**src/sv/iayu_pkg.sv**
```systemverilog
// ----------------------------------------------------------------------------
// Angle frame parser package
// Shared types and constants for the serial angle frame parser with yaw
// unwrap: frame status codes, queue entry layout and register indexes.
// ----------------------------------------------------------------------------
package iayu_pkg;

   localparam int BYTE_W      = 8;
   localparam int YAW_RAW_W   = 16;
   localparam int YAW_W       = 17;
   localparam int TURN_W      = 16;
   localparam int CONT_W      = 33;
   localparam int THRESH_W    = 16;
   localparam int COUNT_W     = 4;
   localparam int CSR_INDEX_W = 2;
   localparam int CSR_DATA_W  = 16;

   localparam logic [BYTE_W-1:0] HEADER_BYTE = 8'h55;

   // Byte positions inside one frame (header is byte 0).
   localparam logic [COUNT_W-1:0] POS_TYPE     = 4'd1;
   localparam logic [COUNT_W-1:0] POS_YAW_LO   = 4'd6;
   localparam logic [COUNT_W-1:0] POS_YAW_HI   = 4'd7;
   localparam logic [COUNT_W-1:0] POS_CHECKSUM = 4'd10;

   localparam logic [YAW_RAW_W-1:0] RAW_HALF = 16'h8000;

   // Register indexes on the configuration port.
   localparam logic [CSR_INDEX_W-1:0] CSR_IDX_ANGLE_TYPE     = 2'd0;
   localparam logic [CSR_INDEX_W-1:0] CSR_IDX_WRAP_THRESHOLD = 2'd1;

   localparam logic [BYTE_W-1:0]   ANGLE_TYPE_RESET     = 8'h53;
   localparam logic [THRESH_W-1:0] WRAP_THRESHOLD_RESET = 16'd30948;

   // Queue between the receiver and the unwrap stage.
   localparam int QUEUE_DEPTH = 2;
   localparam int QUEUE_PTR_W = $clog2(QUEUE_DEPTH);
   localparam int QUEUE_CNT_W = $clog2(QUEUE_DEPTH + 1);

   typedef enum logic [1:0] {
      STATUS_OK       = 2'd0,
      STATUS_CHECKSUM = 2'd1,
      STATUS_TYPE     = 2'd2
   } frame_status_type;

   typedef struct packed {
      frame_status_type       status;
      logic [YAW_RAW_W-1:0]   raw_yaw;
   } frame_entry_type;

endpackage

```
**src/sv/iayu_front.sv**
```systemverilog
// ----------------------------------------------------------------------------
// Frame receiver
// Hunts for the header byte, collects an eleven byte frame with a running
// checksum, and classifies each completed frame into a queue entry.
// ----------------------------------------------------------------------------
module iayu_front
   import iayu_pkg::*;
(
   input  logic                  clock,
   input  logic                  reset,
   input  logic                  req_valid,
   output logic                  req_ready,
   input  logic [BYTE_W-1:0]     req_rx_byte,
   input  logic [BYTE_W-1:0]     angle_frame_type,
   input  logic                  queue_full,
   output logic                  push,
   output frame_entry_type       push_entry
);

   logic                 receiving_ff, receiving_in;
   logic [COUNT_W-1:0]   count_ff, count_in;
   logic [BYTE_W-1:0]    sum_ff, sum_in;
   logic [BYTE_W-1:0]    type_byte_ff, type_byte_in;
   logic [BYTE_W-1:0]    yaw_lo_ff, yaw_lo_in;
   logic [BYTE_W-1:0]    yaw_hi_ff, yaw_hi_in;
   logic                 accept;
   logic                 complete;
   logic                 idle_after;

   assign req_ready = !queue_full;
   assign accept    = req_valid && req_ready;
   assign complete  = accept && receiving_ff && (count_ff == POS_CHECKSUM);

   always_comb begin
      receiving_in = receiving_ff;
      count_in     = count_ff;
      sum_in       = sum_ff;
      type_byte_in = type_byte_ff;
      yaw_lo_in    = yaw_lo_ff;
      yaw_hi_in    = yaw_hi_ff;
      idle_after   = !receiving_ff;
      if (accept && receiving_ff) begin
         if (count_ff == POS_TYPE) begin
            type_byte_in = req_rx_byte;
         end
         if (count_ff == POS_YAW_LO) begin
            yaw_lo_in = req_rx_byte;
         end
         if (count_ff == POS_YAW_HI) begin
            yaw_hi_in = req_rx_byte;
         end
         if (complete) begin
            receiving_in = 1'b0;
            count_in     = '0;
            idle_after   = 1'b1;
         end else begin
            sum_in   = sum_ff + req_rx_byte;
            count_in = count_ff + 1'b1;
         end
      end
      // A checksum byte that equals the header also opens the next frame.
      if (accept && idle_after && (req_rx_byte == HEADER_BYTE)) begin
         receiving_in = 1'b1;
         count_in     = POS_TYPE;
         sum_in       = HEADER_BYTE;
      end
   end

   always_comb begin
      push               = complete;
      push_entry.raw_yaw = {yaw_hi_ff, yaw_lo_ff};
      if (sum_ff != req_rx_byte) begin
         push_entry.status = STATUS_CHECKSUM;
      end else if (type_byte_ff != angle_frame_type) begin
         push_entry.status = STATUS_TYPE;
      end else begin
         push_entry.status = STATUS_OK;
      end
   end

   always_ff @(posedge clock) begin
      if (reset) begin
         receiving_ff <= 1'b0;
         count_ff     <= '0;
      end else begin
         receiving_ff <= receiving_in;
         count_ff     <= count_in;
      end
      sum_ff       <= sum_in;
      type_byte_ff <= type_byte_in;
      yaw_lo_ff    <= yaw_lo_in;
      yaw_hi_ff    <= yaw_hi_in;
   end

endmodule

```
**src/sv/iayu_queue.sv**
```systemverilog
// ----------------------------------------------------------------------------
// Frame queue
// Two entry register queue that lets the receiver and the unwrap stage
// stall independently.
// ----------------------------------------------------------------------------
module iayu_queue
   import iayu_pkg::*;
(
   input  logic              clock,
   input  logic              reset,
   input  logic              push,
   input  frame_entry_type   push_entry,
   input  logic              pop,
   output frame_entry_type   pop_entry,
   output logic              full,
   output logic              empty
);

   frame_entry_type            slot_ff [QUEUE_DEPTH];
   logic [QUEUE_PTR_W-1:0]     wr_ptr_ff, wr_ptr_in;
   logic [QUEUE_PTR_W-1:0]     rd_ptr_ff, rd_ptr_in;
   logic [QUEUE_CNT_W-1:0]     count_ff, count_in;

   assign full      = (count_ff == QUEUE_CNT_W'(QUEUE_DEPTH));
   assign empty     = (count_ff == '0);
   assign pop_entry = slot_ff[rd_ptr_ff];

   always_comb begin
      wr_ptr_in = wr_ptr_ff;
      rd_ptr_in = rd_ptr_ff;
      count_in  = count_ff;
      if (push) begin
         wr_ptr_in = (wr_ptr_ff == QUEUE_PTR_W'(QUEUE_DEPTH - 1)) ? '0 : wr_ptr_ff + 1'b1;
      end
      if (pop) begin
         rd_ptr_in = (rd_ptr_ff == QUEUE_PTR_W'(QUEUE_DEPTH - 1)) ? '0 : rd_ptr_ff + 1'b1;
      end
      if (push && !pop) begin
         count_in = count_ff + 1'b1;
      end else if (pop && !push) begin
         count_in = count_ff - 1'b1;
      end
   end

   always_ff @(posedge clock) begin
      if (reset) begin
         wr_ptr_ff <= '0;
         rd_ptr_ff <= '0;
         count_ff  <= '0;
      end else begin
         wr_ptr_ff <= wr_ptr_in;
         rd_ptr_ff <= rd_ptr_in;
         count_ff  <= count_in;
      end
      if (push) begin
         slot_ff[wr_ptr_ff] <= push_entry;
      end
   end

endmodule

```
**src/sv/iayu_back.sv**
```systemverilog
// ----------------------------------------------------------------------------
// Yaw unwrap stage
// Folds the raw yaw to signed, tracks threshold crossings in a wrapping
// turn counter and registers the result transaction.
// ----------------------------------------------------------------------------
module iayu_back
   import iayu_pkg::*;
(
   input  logic                       clock,
   input  logic                       reset,
   input  logic [THRESH_W-1:0]        wrap_threshold,
   input  logic                       queue_empty,
   input  frame_entry_type            pop_entry,
   output logic                       pop,
   output logic                       rsp_valid,
   input  logic                       rsp_ready,
   output logic [1:0]                 rsp_frame_status,
   output logic signed [YAW_W-1:0]    rsp_wrapped_yaw,
   output logic signed [TURN_W-1:0]   rsp_turn_total,
   output logic signed [CONT_W-1:0]   rsp_continuous_yaw
);

   logic                       valid_ff, valid_in;
   frame_status_type           status_ff;
   logic signed [YAW_W-1:0]    wrapped_ff, wrapped_in;
   logic signed [TURN_W-1:0]   turn_ff, turn_in;
   logic signed [CONT_W-1:0]   cont_ff, cont_in;
   logic signed [YAW_W-1:0]    prev_ff, prev_in;
   logic signed [TURN_W-1:0]   counter_ff, counter_in;

   logic signed [YAW_W-1:0]    cur;
   logic signed [YAW_W:0]      thr_pos, thr_neg;
   logic                       inc, dec;
   logic                       good;
   logic signed [TURN_W-1:0]   counter_next;

   assign pop = !queue_empty && (!valid_ff || rsp_ready);
   assign good = (pop_entry.status == STATUS_OK);

   always_comb begin
      // Raw values above one half turn fold to negative.
      cur     = (pop_entry.raw_yaw > RAW_HALF) ? {1'b1, pop_entry.raw_yaw}
                                              : {1'b0, pop_entry.raw_yaw};
      thr_pos = $signed({2'b00, wrap_threshold});
      thr_neg = -thr_pos;
      inc = ($signed({prev_ff[YAW_W-1], prev_ff}) >= thr_pos)
            && ($signed({cur[YAW_W-1], cur}) <= thr_neg);
      dec = ($signed({prev_ff[YAW_W-1], prev_ff}) <= thr_neg)
            && ($signed({cur[YAW_W-1], cur}) >= thr_pos);
      counter_next = counter_ff;
      if (inc && !dec) begin
         counter_next = counter_ff + TURN_W'(1);
      end else if (dec && !inc) begin
         counter_next = counter_ff - TURN_W'(1);
      end

      valid_in   = valid_ff;
      prev_in    = prev_ff;
      counter_in = counter_ff;
      wrapped_in = wrapped_ff;
      turn_in    = turn_ff;
      cont_in    = cont_ff;
      if (valid_ff && rsp_ready) begin
         valid_in = 1'b0;
      end
      if (pop) begin
         valid_in = 1'b1;
         if (good) begin
            prev_in    = cur;
            counter_in = counter_next;
            wrapped_in = cur;
            turn_in    = counter_next;
            cont_in    = CONT_W'($signed({counter_next, 16'h0000}))
                         + CONT_W'(cur);
         end else begin
            wrapped_in = '0;
            turn_in    = '0;
            cont_in    = '0;
         end
      end
   end

   always_ff @(posedge clock) begin
      if (reset) begin
         valid_ff   <= 1'b0;
         prev_ff    <= '0;
         counter_ff <= '0;
      end else begin
         valid_ff   <= valid_in;
         prev_ff    <= prev_in;
         counter_ff <= counter_in;
      end
      if (pop) begin
         status_ff <= pop_entry.status;
      end
      wrapped_ff <= wrapped_in;
      turn_ff    <= turn_in;
      cont_ff    <= cont_in;
   end

   assign rsp_valid          = valid_ff;
   assign rsp_frame_status   = status_ff;
   assign rsp_wrapped_yaw    = wrapped_ff;
   assign rsp_turn_total     = turn_ff;
   assign rsp_continuous_yaw = cont_ff;

endmodule

```
**src/sv/imu_angle_frame_yaw_unwrap_unit.sv**
```systemverilog
// ----------------------------------------------------------------------------
// IMU angle frame parser with yaw unwrap
// Parses eleven byte angle frames from a serial byte stream and reports a
// continuous yaw built from the folded yaw and a wrapping turn counter.
// ----------------------------------------------------------------------------
// The unit takes one received byte per transaction and can accept a byte in
// every clock cycle; only a full frame queue holds it off. Each completed
// frame produces exactly one result transaction: the receiver writes the
// classified frame into the two entry queue at the edge that accepts the
// checksum byte, and the unwrap stage pops it and registers the result once
// the queue is not empty and its result register is free or being taken
// by the result side. Bytes that do not complete a frame produce no
// result. The status is 0 for an accepted
// angle frame, 1 for a checksum mismatch (which wins over a type mismatch)
// and 2 for a frame of another type; rejected frames report zero yaw
// fields and leave the unwrap state alone. A checksum byte equal to the
// header byte also opens the next frame. Yaw values are in units of
// 180/32768 degree. Configuration writes are taken in any cycle and should
// be made while no frame is being processed.
// ----------------------------------------------------------------------------
module imu_angle_frame_yaw_unwrap_unit
   import iayu_pkg::*;
(
   input  logic                       clock,
   input  logic                       reset,
   input  logic                       req_valid,
   output logic                       req_ready,
   input  logic [BYTE_W-1:0]          req_rx_byte,
   output logic                       rsp_valid,
   input  logic                       rsp_ready,
   output logic [1:0]                 rsp_frame_status,
   output logic signed [YAW_W-1:0]    rsp_wrapped_yaw,
   output logic signed [TURN_W-1:0]   rsp_turn_total,
   output logic signed [CONT_W-1:0]   rsp_continuous_yaw,
   input  logic                       csr_valid,
   output logic                       csr_ready,
   input  logic [CSR_INDEX_W-1:0]     csr_index,
   input  logic [CSR_DATA_W-1:0]      csr_data
);

   // Configuration registers. Writes to an unknown index are dropped.
   logic [BYTE_W-1:0]    angle_type_ff, angle_type_in;
   logic [THRESH_W-1:0]  threshold_ff, threshold_in;

   // Handshake between the receiver, the queue and the unwrap stage.
   logic              push;
   frame_entry_type   push_entry;
   logic              pop;
   frame_entry_type   pop_entry;
   logic              queue_full;
   logic              queue_empty;

   assign csr_ready = 1'b1;

   always_comb begin
      angle_type_in = angle_type_ff;
      threshold_in  = threshold_ff;
      if (csr_valid && csr_ready) begin
         case (csr_index)
            CSR_IDX_ANGLE_TYPE: begin
               angle_type_in = csr_data[BYTE_W-1:0];
            end
            CSR_IDX_WRAP_THRESHOLD: begin
               threshold_in = csr_data[THRESH_W-1:0];
            end
            default: begin
            end
         endcase
      end
   end

   always_ff @(posedge clock) begin
      if (reset) begin
         angle_type_ff <= ANGLE_TYPE_RESET;
         threshold_ff  <= WRAP_THRESHOLD_RESET;
      end else begin
         angle_type_ff <= angle_type_in;
         threshold_ff  <= threshold_in;
      end
   end

   // The receiver hunts for headers, keeps a running checksum and
   // classifies each completed frame.
   iayu_front u_front (
      .clock            (clock),
      .reset            (reset),
      .req_valid        (req_valid),
      .req_ready        (req_ready),
      .req_rx_byte      (req_rx_byte),
      .angle_frame_type (angle_type_ff),
      .queue_full       (queue_full),
      .push             (push),
      .push_entry       (push_entry)
   );

   // The queue decouples the receiver from a stalled result side.
   iayu_queue u_queue (
      .clock      (clock),
      .reset      (reset),
      .push       (push),
      .push_entry (push_entry),
      .pop        (pop),
      .pop_entry  (pop_entry),
      .full       (queue_full),
      .empty      (queue_empty)
   );

   // The unwrap stage owns the previous yaw and the turn counter.
   iayu_back u_back (
      .clock              (clock),
      .reset              (reset),
      .wrap_threshold     (threshold_ff),
      .queue_empty        (queue_empty),
      .pop_entry          (pop_entry),
      .pop                (pop),
      .rsp_valid          (rsp_valid),
      .rsp_ready          (rsp_ready),
      .rsp_frame_status   (rsp_frame_status),
      .rsp_wrapped_yaw    (rsp_wrapped_yaw),
      .rsp_turn_total     (rsp_turn_total),
      .rsp_continuous_yaw (rsp_continuous_yaw)
   );

endmodule
```
**config.mk**
```make
export PLATFORM = sky130hd
export DESIGN_NAME = imu_angle_frame_yaw_unwrap_unit
export DESIGN_NICKNAME = d
export VERILOG_FILES = /design/src/sv/iayu_pkg.sv /design/src/sv/iayu_front.sv /design/src/sv/iayu_queue.sv /design/src/sv/iayu_back.sv /design/src/sv/imu_angle_frame_yaw_unwrap_unit.sv
export SDC_FILE = /design/constraint.sdc
export NUM_CORES = 1
export LEC_CHECK = 0
export BUFFER_PORTS_ARGS = -buffer_cell sky130_fd_sc_hd__buf_2
export CORE_MARGIN = 4
export CORE_UTILIZATION = 55
export DETAILED_ROUTE_END_ITERATION = 12
export MAX_ROUTING_LAYER = met4
export PLACE_DENSITY = 0.75
export SYNTH_ARGS = -nofsm -noshare
export SYNTH_HDL_FRONTEND = slang
export SYNTH_HIERARCHICAL = 1
export SYNTH_SLANG_ARGS = --single-unit
```
**constraint.sdc**
```tcl
create_clock -name clock -period 10.8 [get_ports clock]
set_clock_uncertainty 0.1 [all_clocks]
set_input_delay 3.24 -clock clock [delete_from_list [all_inputs] [get_ports clock]]
set_output_delay 3.24 -clock clock [all_outputs]
set_load 0.01 [all_outputs]
```
==> impl_metrics.ini, run 1 <==
[grt]
grt_start_max_net_pins = 109
grt_pass1_wl_um = 42130
grtUsageMet1_pct = 34.35
top_usage_layer = met2
antenna_found_initial = 0
first_global_vias = 7843
grt_use_met2_pct = 35.70
use_met3_pct = 4.219
overflow = 0
grt_use_total_pct = 24.32

[timing]
period_share_pct = 69.58
fin_ws_ps = 3286
fmax_mhz = 133.1
finalHoldViolCount = 0
slew_headroom_pct = 18.36
post-route-min-period_ps = 7514
tns_ps = 0
holdWs_ps = 348.9
setup_viol_count_final = 0
rsz0062_at_grt = no
slew_violations = 0
worst_pin_slew_ps = 1225

[setup_path]
crit_path_top_delay_cell = dfxtp_1
worstPathArrival_ps = 7690
crit_top_cell = nand2_1
crit_path_max_incr_delay_ps = 810
regToRegSetupSlack_ps = 3290
crit_fanout = 19
path_cells = mux2_2 > nor4_1 > nand4_1 > nand2_1 > inv_1 > ha_1 > nand2_1 > nor4_1 > and4_1 > a211o_1 > nand3_1 > a21oi_1 > nor2_1 > ha_1 > fa_1 > a21o_1 > a21oi_1 > o21ai_0 > a211oi_1 > o31ai_1 > o41ai_1 > o21ai_0 > nand2_1 > nor3b_1
crit_path_end_kind = flop
startpoint_type = flop
path_delay_family = simple AND/OR/NAND/NOR gates
critPathRequiredTime_ps = 10980
crit_buf_inv = 1
path_class = flop to flop

[logic_synthesis]
ys.flop_type = edfxtp_1
synth-edff-count = 112
syn_area_um2 = 11310
synthDistinctLibCells = 94
ys_warn_count = 6
netlist_instances = 1080
synth-seq-area-share_pct = 43.17
avgSynthCellArea_um2 = 10.48
syn_nets = 1206
synth_seq_cells = 188
synth_async_sr_flop_share_pct = 0

[cts]
clk_path_buf_depth = 2
post_cts_resized = 0
cts_tree = built
ctsHtreeMaxLevel = 4
cts.reportedPaths.clkPinSlew_ps = 80
cts_setup_buffers = 0
postCtsHoldBufs = 0
clkLatencyLatePin_ps = 440
cts.sink_count = 188
cts_buffers = 17
root_buffer = clkbuf_16

[layout]
fillers = 1637
area_growth_syn_to_layout_pct = 10.07
layout_commonest_cell = edfxtp_1
design_area_um2 = 12450
final_util_pct = 61.55
drive_gt1_share_pct = 17.56
n_antenna_cell = 0
mostFrequentLayoutCells = edfxtp_1 (112), buf_2 (100), ha_1 (93)
fin_nets = 1269

[power]
p_leak_nw = 5.180
vdd_drop_max_mv = 0.1543
p_per_area_nw_per_um2 = 188.5

[floorplan]
die_h_um = 151.4
rows = 52
initial_core_util_pct = 55.92
placeableCoreArea_um2 = 20230
io_pins = 102
dieArea_um2 = 22930
die-width_um = 151.4

[placement]
io_buffers = 100
placed_cell_area_um2 = 11860
pre_cts_ws_ps = 3489
dp_hpwl_um = 19590
gp_congestion = 1.015

[detailed_routing]
first_pass_iters = 5
dr.first_iter.drc_count = 630
drc_errors = 0
wire_per_inst_um = 18.52
ant_nets = 0
vias_per_cell = 5.849
dr_total_vias = 8340
wl_um = 26410

[job]
drv_cap = 0

[min_path]
worstHoldPathType = flop to flop

[run_status]
status = finished, final reports clean
[metrics by stage]
step / power (mW) / cells
4_1_cts: 2.365 / 1426
6_report: 2.347 / 1426
5_1_grt: 2.490 / 1426
3_5_place_dp: 1.745 / 1394
2_1_floorplan: 1.530 / 1080
3_3_place_gp: 1.726 / 1394
[per-layer routing]
layer / wire length [um] / vias to the layer above
li1: - / 4061
met1: 12270 / 3898
met3: 1928 / 41
met2: 11570 / 340
met5: 0 / -
met4: 641 / 0
[registers in the layout (all words and copies together), names as in the netlist, named ones only]
register                   count
threshold_ff                  16
u_back/counter_ff             16
u_queue/wr_ptr_ff              1
u_queue/slot_ff               36
u_front/yaw_lo_ff              8
u_front/type_byte_ff           8
u_back/prev_ff                17
u_queue/count_ff               2
u_front/yaw_hi_ff              8
u_front/receiving_ff           1
u_front/count_ff               4
u_back/rsp_frame_status        2
u_queue/rd_ptr_ff              1
u_back/rsp_wrapped_yaw        17
angle_type_ff                  8
u_back/rsp_valid               1
u_back/rsp_continuous_yaw     17
u_front/sum_ff                 8
u_back/rsp_turn_total         16
[worst register-to-register path: stages (launching register included)]
cell and delay (ps):
dfxtp_1 810, mux2_2 470, nor4_1 420, nand4_1 250
nand2_1 150, inv_1 290, ha_1 460, nand2_1 80
nor4_1 380, and4_1 300, a211o_1 190, nand3_1 450
a21oi_1 370, nor2_1 80, ha_1 220, fa_1 410
a21o_1 200, a21oi_1 200, o21ai_0 140, a211oi_1 310
o31ai_1 150, o41ai_1 410, o21ai_0 220, nand2_1 130
nor3b_1 180
[layout make-up]
class	count	area (um2)	area share, %
inverter	36	135.1	1.085
clock buffer	18	429.2	3.446
timing repair buffer	109	568.0	4.561
multi-input combinational	791	5931	47.62
clock inverter	14	168.9	1.356
tap	270	337.8	2.712
sequential	188	4885	39.22
[Yosys cell counts (23+ instances only)]
| cell type | instances | share of area [%] |
|---|---|---|
| a21oi_1 | 51 | 2.3 |
| nor2_1 | 92 | 3.1 |
| clkbuf_1 | 31 | 1.0 |
| mux2i_1 | 40 | 3.5 |
| dfxtp_1 | 76 | 13 |
| xnor2_1 | 32 | 2.5 |
| inv_1 | 36 | 1.2 |
| nand2_1 | 82 | 2.7 |
| ha_1 | 93 | 10 |
| nand2b_1 | 28 | 1.5 |
| mux2_2 | 24 | 2.4 |
| edfxtp_1 | 112 | 30 |
| xor2_1 | 23 | 1.8 |
| nor3_1 | 24 | 1.1 |
[logic make-up after synthesis]
group	count (synthesis)	synth area share, %
muxes	72	6.757
and+or+nand+nor	387	18.38
DFF	188	43.17
AOI/OAI and AO/OA	176	11.49
adders and majority gates	97	10.82
xor gates and xnor gates	58	4.855
other	1	0.03314
buffers and inverters	101	4.501
[final timing paths]
kind	startpoint	to	depth (start not counted)
worst min-delay path	u_front/yaw_lo_ff[3]	u_queue/slot_ff[1][3]	0
worst min register to register	u_front/yaw_lo_ff[3]	u_queue/slot_ff[1][3]	0
worst max-delay path	flop	u_back/rsp_continuous_yaw[30]	24
worst max register to register	flop	u_back/rsp_continuous_yaw[30]	24
[where the power goes]
group | internal (mW) | total [mW] | switching (mW)
registers | 0.905 | 0.970 | 0.0652
clock network | 0.311 | 0.617 | 0.306
logic | 0.297 | 0.760 | 0.463
Note: power is estimated with default switching activity, not from simulation.
==> run 2: changes to the inputs <==
- clock period: 10.8 -> 7.6 ns (I/O delays scaled with it)
==> run 2 against run 1 <==
  * Critical endpoint unchanged
  * Design area increased by 0.26%
  * First-iteration DRC count increased by 28%
  * Sequential share of layout area decreased by 0.092 points
  * Highest routed layer unchanged
  * Clock power increased by 47%
  * Critical path type unchanged
  * Die area unchanged
  * Hold slack improved by 5.4 ps
  * Register-to-register slack got worse by 2700 ps
  * Setup slack got worse by 2700 ps
  * Non-clock buffer count increased by 2
==> impl_metrics.ini, run 2 (synthesis gave the netlist of run 1 again) <==
[timing]
slew_violations = 0
setup_viol_count_final = 0
rsz0062_at_grt = no
slew_headroom_pct = 16.64
worst_pin_slew_ps = 1250
finalHoldViolCount = 0
fmax_mhz = 143.0
period_share_pct = 92.02
post-route-min-period_ps = 6994
tns_ps = 0
holdWs_ps = 354.3

[setup_path]
path_cells = mux2_2 > nor4_1 > nand4_1 > nand2_1 > inv_1 > ha_1 > nand2_1 > nor4_1 > a21oi_1 > a211oi_2 > o21ai_2 > a21oi_1 > nor2_1 > ha_1 > fa_1 > a21o_1 > a21oi_1 > o21ai_0 > a211oi_1 > o31ai_1 > o41ai_1 > o21ai_0 > nand2_1 > nor3b_1
startpoint_type = flop
worstPathArrival_ps = 7180
timing.rr.end = u_back/rsp_continuous_yaw[30]
crit_path_max_incr_delay_ps = 590
crit_fanout = 19
regToRegSetupSlack_ps = 610
critPathRequiredTime_ps = 7790
ff2ff_path_depth = 24
path_class = flop to flop
critPathCapture = u_back/rsp_continuous_yaw[30]
path_delay_family = compound AO/OA/AOI/OAI gates
crit_path_top_delay_cell = dfxtp_2
crit_path_end_kind = flop
cp.depth = 24
crit_buf_inv = 1

[layout]
area_growth_syn_to_layout_pct = 10.36
largest_reg_flops = 36
design_area_um2 = 12490
fin_nets = 1271
n_antenna_cell = 0
layout_commonest_cell = edfxtp_1
drive_gt1_share_pct = 17.88
top_register = u_queue/slot_ff
mostFrequentLayoutCells = edfxtp_1 (112), buf_2 (100), ha_1 (93)

[detailed_routing]
wl_um = 26280
first_pass_iters = 5
vias_per_cell = 5.831
ant_nets = 0
drc_errors = 0
wire_per_inst_um = 18.40
dr_total_vias = 8326
dr.first_iter.drc_count = 806

[grt]
grt_pass1_wl_um = 41580
first_global_vias = 7660
grt_start_max_net_pins = 109
antenna_found_initial = 0
overflow = 0
grt_use_total_pct = 24.15

[floorplan]
die-width_um = 151.4
die_h_um = 151.4
rows = 52
initial_core_util_pct = 55.92
dieArea_um2 = 22930
placeableCoreArea_um2 = 20230
io_pins = 102

[cts]
postCtsHoldBufs = 0
ctsHtreeMaxLevel = 4
cts.sink_count = 188
cts_buffers = 17
cts_setup_buffers = 0
clkLatencyLatePin_ps = 440
root_buffer = clkbuf_16
cts_tree = built
cts.reportedPaths.clkPinSlew_ps = 80
post_cts_resized = 0
clk_path_buf_depth = 2

[placement]
io_buffers = 100
dp_hpwl_um = 19610
placed_cell_area_um2 = 11870
gp_congestion = 0.9539

[power]
p_per_area_nw_per_um2 = 269.7
p_leak_nw = 5.196
vdd_drop_max_mv = 0.1769

[job]
drv_cap = 0

[run_status]
status = finished, final reports clean

[min_path]
worstHoldPathType = flop to flop
==> run 2: changes by cell type in the layout (fill, tap and decap cells not counted), sizes merged <==
cell	delta
inv	+3
clkinvlp	+1
clkinv	-3
clkbuf	-1
buf	+2
==> run 2: final cells by class <==
| cell class | count | area (um2) |
|---|---|---|
| Clock buffer | 17 | 425.4 |
| Tap cell | 270 | 337.8 |
| Clock inverter | 15 | 188.9 |
| Inverter | 36 | 135.1 |
| Fill cell | 1645 | 7747 |
| Multi-Input combinational cell | 791 | 5931 |
| Sequential cell | 188 | 4886 |
| Timing Repair Buffer | 111 | 583.1 |
==> run 2: through the flow <==
stage	instances	worst slack [ps]	power, mW	util (%)
after floorplan	1080	935.3	2.175	-
after global placement	1396	706.4	2.446	58.67
after detailed placement	1396	570.1	2.469	58.67
after CTS	1428	504.0	3.378	61.71
after global routing	1428	36.76	3.568	61.71
final	1428	606.4	3.368	61.71
==> run 2: worst min path at each step <==
| stage | from | endpoint | slack, ps | depth (start not counted) |
|---|---|---|---|---|
| after detailed placement | u_front/yaw_lo_ff[4] | u_queue/slot_ff[0][4] | 330 | 0 |
| after CTS | u_front/yaw_lo_ff[4] | u_queue/slot_ff[0][4] | 350 | 0 |
| after floorplan | u_front/yaw_lo_ff[0] | u_queue/slot_ff[0][0] | 320 | 0 |
| after global routing | u_front/yaw_lo_ff[5] | u_queue/slot_ff[1][5] | 360 | 0 |
| final | u_front/yaw_lo_ff[4] | u_queue/slot_ff[0][4] | 350 | 0 |
| after global placement | u_front/yaw_lo_ff[0] | u_queue/slot_ff[1][0] | 320 | 0 |
==> run 2: report_power, final <==
group	internal (mW)	switching, mW	total [mW]
clock network	0.452	0.455	0.907
logic	0.422	0.661	1.08
registers	1.29	0.0916	1.38
==> run 2: per-layer routing <==
| metal | wire length (um) | track usage, % | vias to the layer above |
|---|---|---|---|
| met3 | 1910 | 4.279 | 33 |
| li1 | - | - | 4068 |
| met2 | 11770 | 35.90 | 300 |
| met1 | 12260 | 34.83 | 3925 |
| met4 | 347 | 5.077 | 0 |
| met5 | 0 | - | - |
==> run 3: changes to the inputs <==
- CORE_UTILIZATION: 55 -> 60
- GPL_ROUTABILITY_DRIVEN: not set -> 0
- PLACE_DENSITY: 0.75 -> 0.8
==> run 3 against run 2 <==
  * Design area shrank 0.75%
  * Setup slack gained 140 ps
  * Fmax grew 2.1%
  * Core utilization grew 6.1 points
  * Non-clock buffer count grew 2
  * Clock power shrank 6.3%
  * Sequential share of layout area grew 0.29 points
  * Register-to-register slack gained 140 ps
  * Critical path depth grew 1
  * Via count grew 2.6%
  * Critical path type unchanged
  * Critical endpoint unchanged
  * Largest power group unchanged
==> impl_metrics.ini, run 3 (synthesis gave the netlist of run 1 again) <==
[layout]
layout_commonest_cell = edfxtp_1
n_antenna_cell = 0
top_register = u_queue/slot_ff
mostFrequentLayoutCells = edfxtp_1 (112), buf_2 (100), ha_1 (93)
area_growth_syn_to_layout_pct = 9.532
largest_reg_flops = 36
drive_gt1_share_pct = 17.76
fin_nets = 1273
final_util_pct = 67.83

[setup_path]
critPathRequiredTime_ps = 7760
crit_path_end_kind = flop
regToRegSetupSlack_ps = 750
worstPathArrival_ps = 7010
path_class = flop to flop
ff2ff_path_depth = 25
startpoint_type = flop
timing.rr.end = u_back/rsp_continuous_yaw[30]
crit_path_max_incr_delay_ps = 600
crit_fanout = 14
timing.rr.start = threshold_ff[6]
crit_top_cell = nand2_1
crit_path_top_delay_cell = or4_4

[floorplan]
initial_core_util_pct = 61.93
dieArea_um2 = 21120
placeableCoreArea_um2 = 18270
io_pins = 102
rows = 49
die_h_um = 145.3
die-width_um = 145.3

[cts]
cts.sink_count = 188
clk_path_buf_depth = 2
clkLatencyLatePin_ps = 440
cts.reportedPaths.clkPinSlew_ps = 80
post_cts_resized = 0
postCtsHoldBufs = 0
cts_buffers = 17
ctsHtreeMaxLevel = 4
cts_setup_buffers = 0
cts_tree = built
root_buffer = clkbuf_16

[detailed_routing]
wl_um = 26530
vias_per_cell = 6.149
first_pass_iters = 5
drc_errors = 0
wire_per_inst_um = 19.10
ant_nets = 0
dr.first_iter.drc_count = 932
dr_total_vias = 8541

[job]
drv_cap = 0

[power]
p_total_mw = 3.338
power_frac_seq_pct = 40.8
p_leak_nw = 5.191
vdd_drop_max_mv = 0.2514
p_comb_share_pct = 33.7
p_int_mw = 2.150
p_sw_share_pct = 35.59
p_clk_share_pct = 25.5
p_sw_mw = 1.188
p_per_area_nw_per_um2 = 269.3

[timing]
finalHoldViolCount = 0
post-route-min-period_ps = 6850
period_share_pct = 90.13
fmax_mhz = 146.0
slew_headroom_pct = 29.36
rsz0062_at_grt = no
slew_violations = 0
setup_viol_count_final = 0
worst_pin_slew_ps = 1060
tns_ps = 0

[min_path]
min_from = u_front/yaw_lo_ff[2]
whs_path_depth = 0
worstHoldPathType = flop to flop
whs_endpoint = u_queue/slot_ff[1][2]

[run_status]
status = finished, final reports clean

[placement]
io_buffers = 100
dp_hpwl_um = 19360

[grt]
overflow = 0
grt_pass1_wl_um = 43130
grt_start_max_net_pins = 63
antenna_found_initial = 0
grt_use_total_pct = 25.84
first_global_vias = 8147
==> run 3: changes by cell type in the layout (fill, tap and decap cells not counted) <==
cell and delta:
clkinv_4 +1, inv_12 -2, clkinvlp_4 -2, dfxtp_1 +1, clkinv_8 -3, inv_8 -3
inv_6 +6, clkbuf_1 +2, dfxtp_2 -1, clkinv_2 +1, buf_4 +2
==> run 3: power by group through the flow <==
stage / combinational (mW) / clock, mW / sequential (mW)
2_1_floorplan: 0.728 / 0 / 1.45
3_3_place_gp: 1.09 / 0 / 1.38
3_5_place_dp: 1.11 / 0 / 1.38
4_1_cts: 1.12 / 0.866 / 1.36
5_1_grt: 1.23 / 0.907 / 1.38
6_report: 1.13 / 0.850 / 1.36
==> run 3: final cells by class <==
class | instances | area [um2]
fillers | 1374 | 5877
well taps | 229 | 286.5
repair buffers | 113 | 598.1
clock inverters | 13 | 125.1
clock buffers | 19 | 432.9
inverters | 36 | 135.1
multi-input cells | 791 | 5931
flip-flops and latches | 188 | 4885
==> run 3: metrics by stage <==
step / hold WS [ps] / instances / area, um2 / setup slack (ps)
2_1_floorplan: 321.5 / 1080 / 11310 / 935.3
3_3_place_gp: 322.3 / 1357 / 11840 / 1113
3_5_place_dp: 329.8 / 1357 / 11840 / 952.3
4_1_cts: 342.1 / 1389 / 12390 / 866.5
5_1_grt: 357.8 / 1389 / 12390 / 199.9
6_report: 341.7 / 1389 / 12390 / 750.0
==> run 3: how the worst max path moves through the flow <==
stage	startpoint	to	slack (ps)
2_1_floorplan	rsp_ready	u_back/counter_ff[9]	940
3_3_place_gp	threshold_ff[6]	u_back/rsp_continuous_yaw[30]	1110
3_5_place_dp	threshold_ff[6]	u_back/rsp_continuous_yaw[30]	950
4_1_cts	threshold_ff[6]	u_back/rsp_continuous_yaw[30]	870
5_1_grt	threshold_ff[6]	u_back/rsp_continuous_yaw[30]	200
6_report	threshold_ff[6]	u_back/rsp_continuous_yaw[30]	750
==> run 3: worst max-delay path: cells and delay by family, from the launching register on <==
kind	cells	cell delay [ps]
AO/OA/AOI/OAI	11	2580
AND/OR/NAND/NOR	10	2510
adder cells (fa/ha/maj)	3	970
flip-flops	1	360
XOR/XNOR	1	140
==> run 3: layer usage <==
metal	wire length, um	GRT usage (%)	vias up	part of all wire, %
met5	0	-	-	0
met3	2243	5.550	41	8.5
met1	11930	35.56	4085	45
met4	437	6.600	0	1.6
met2	11910	39.28	347	45
li1	-	-	4068	-
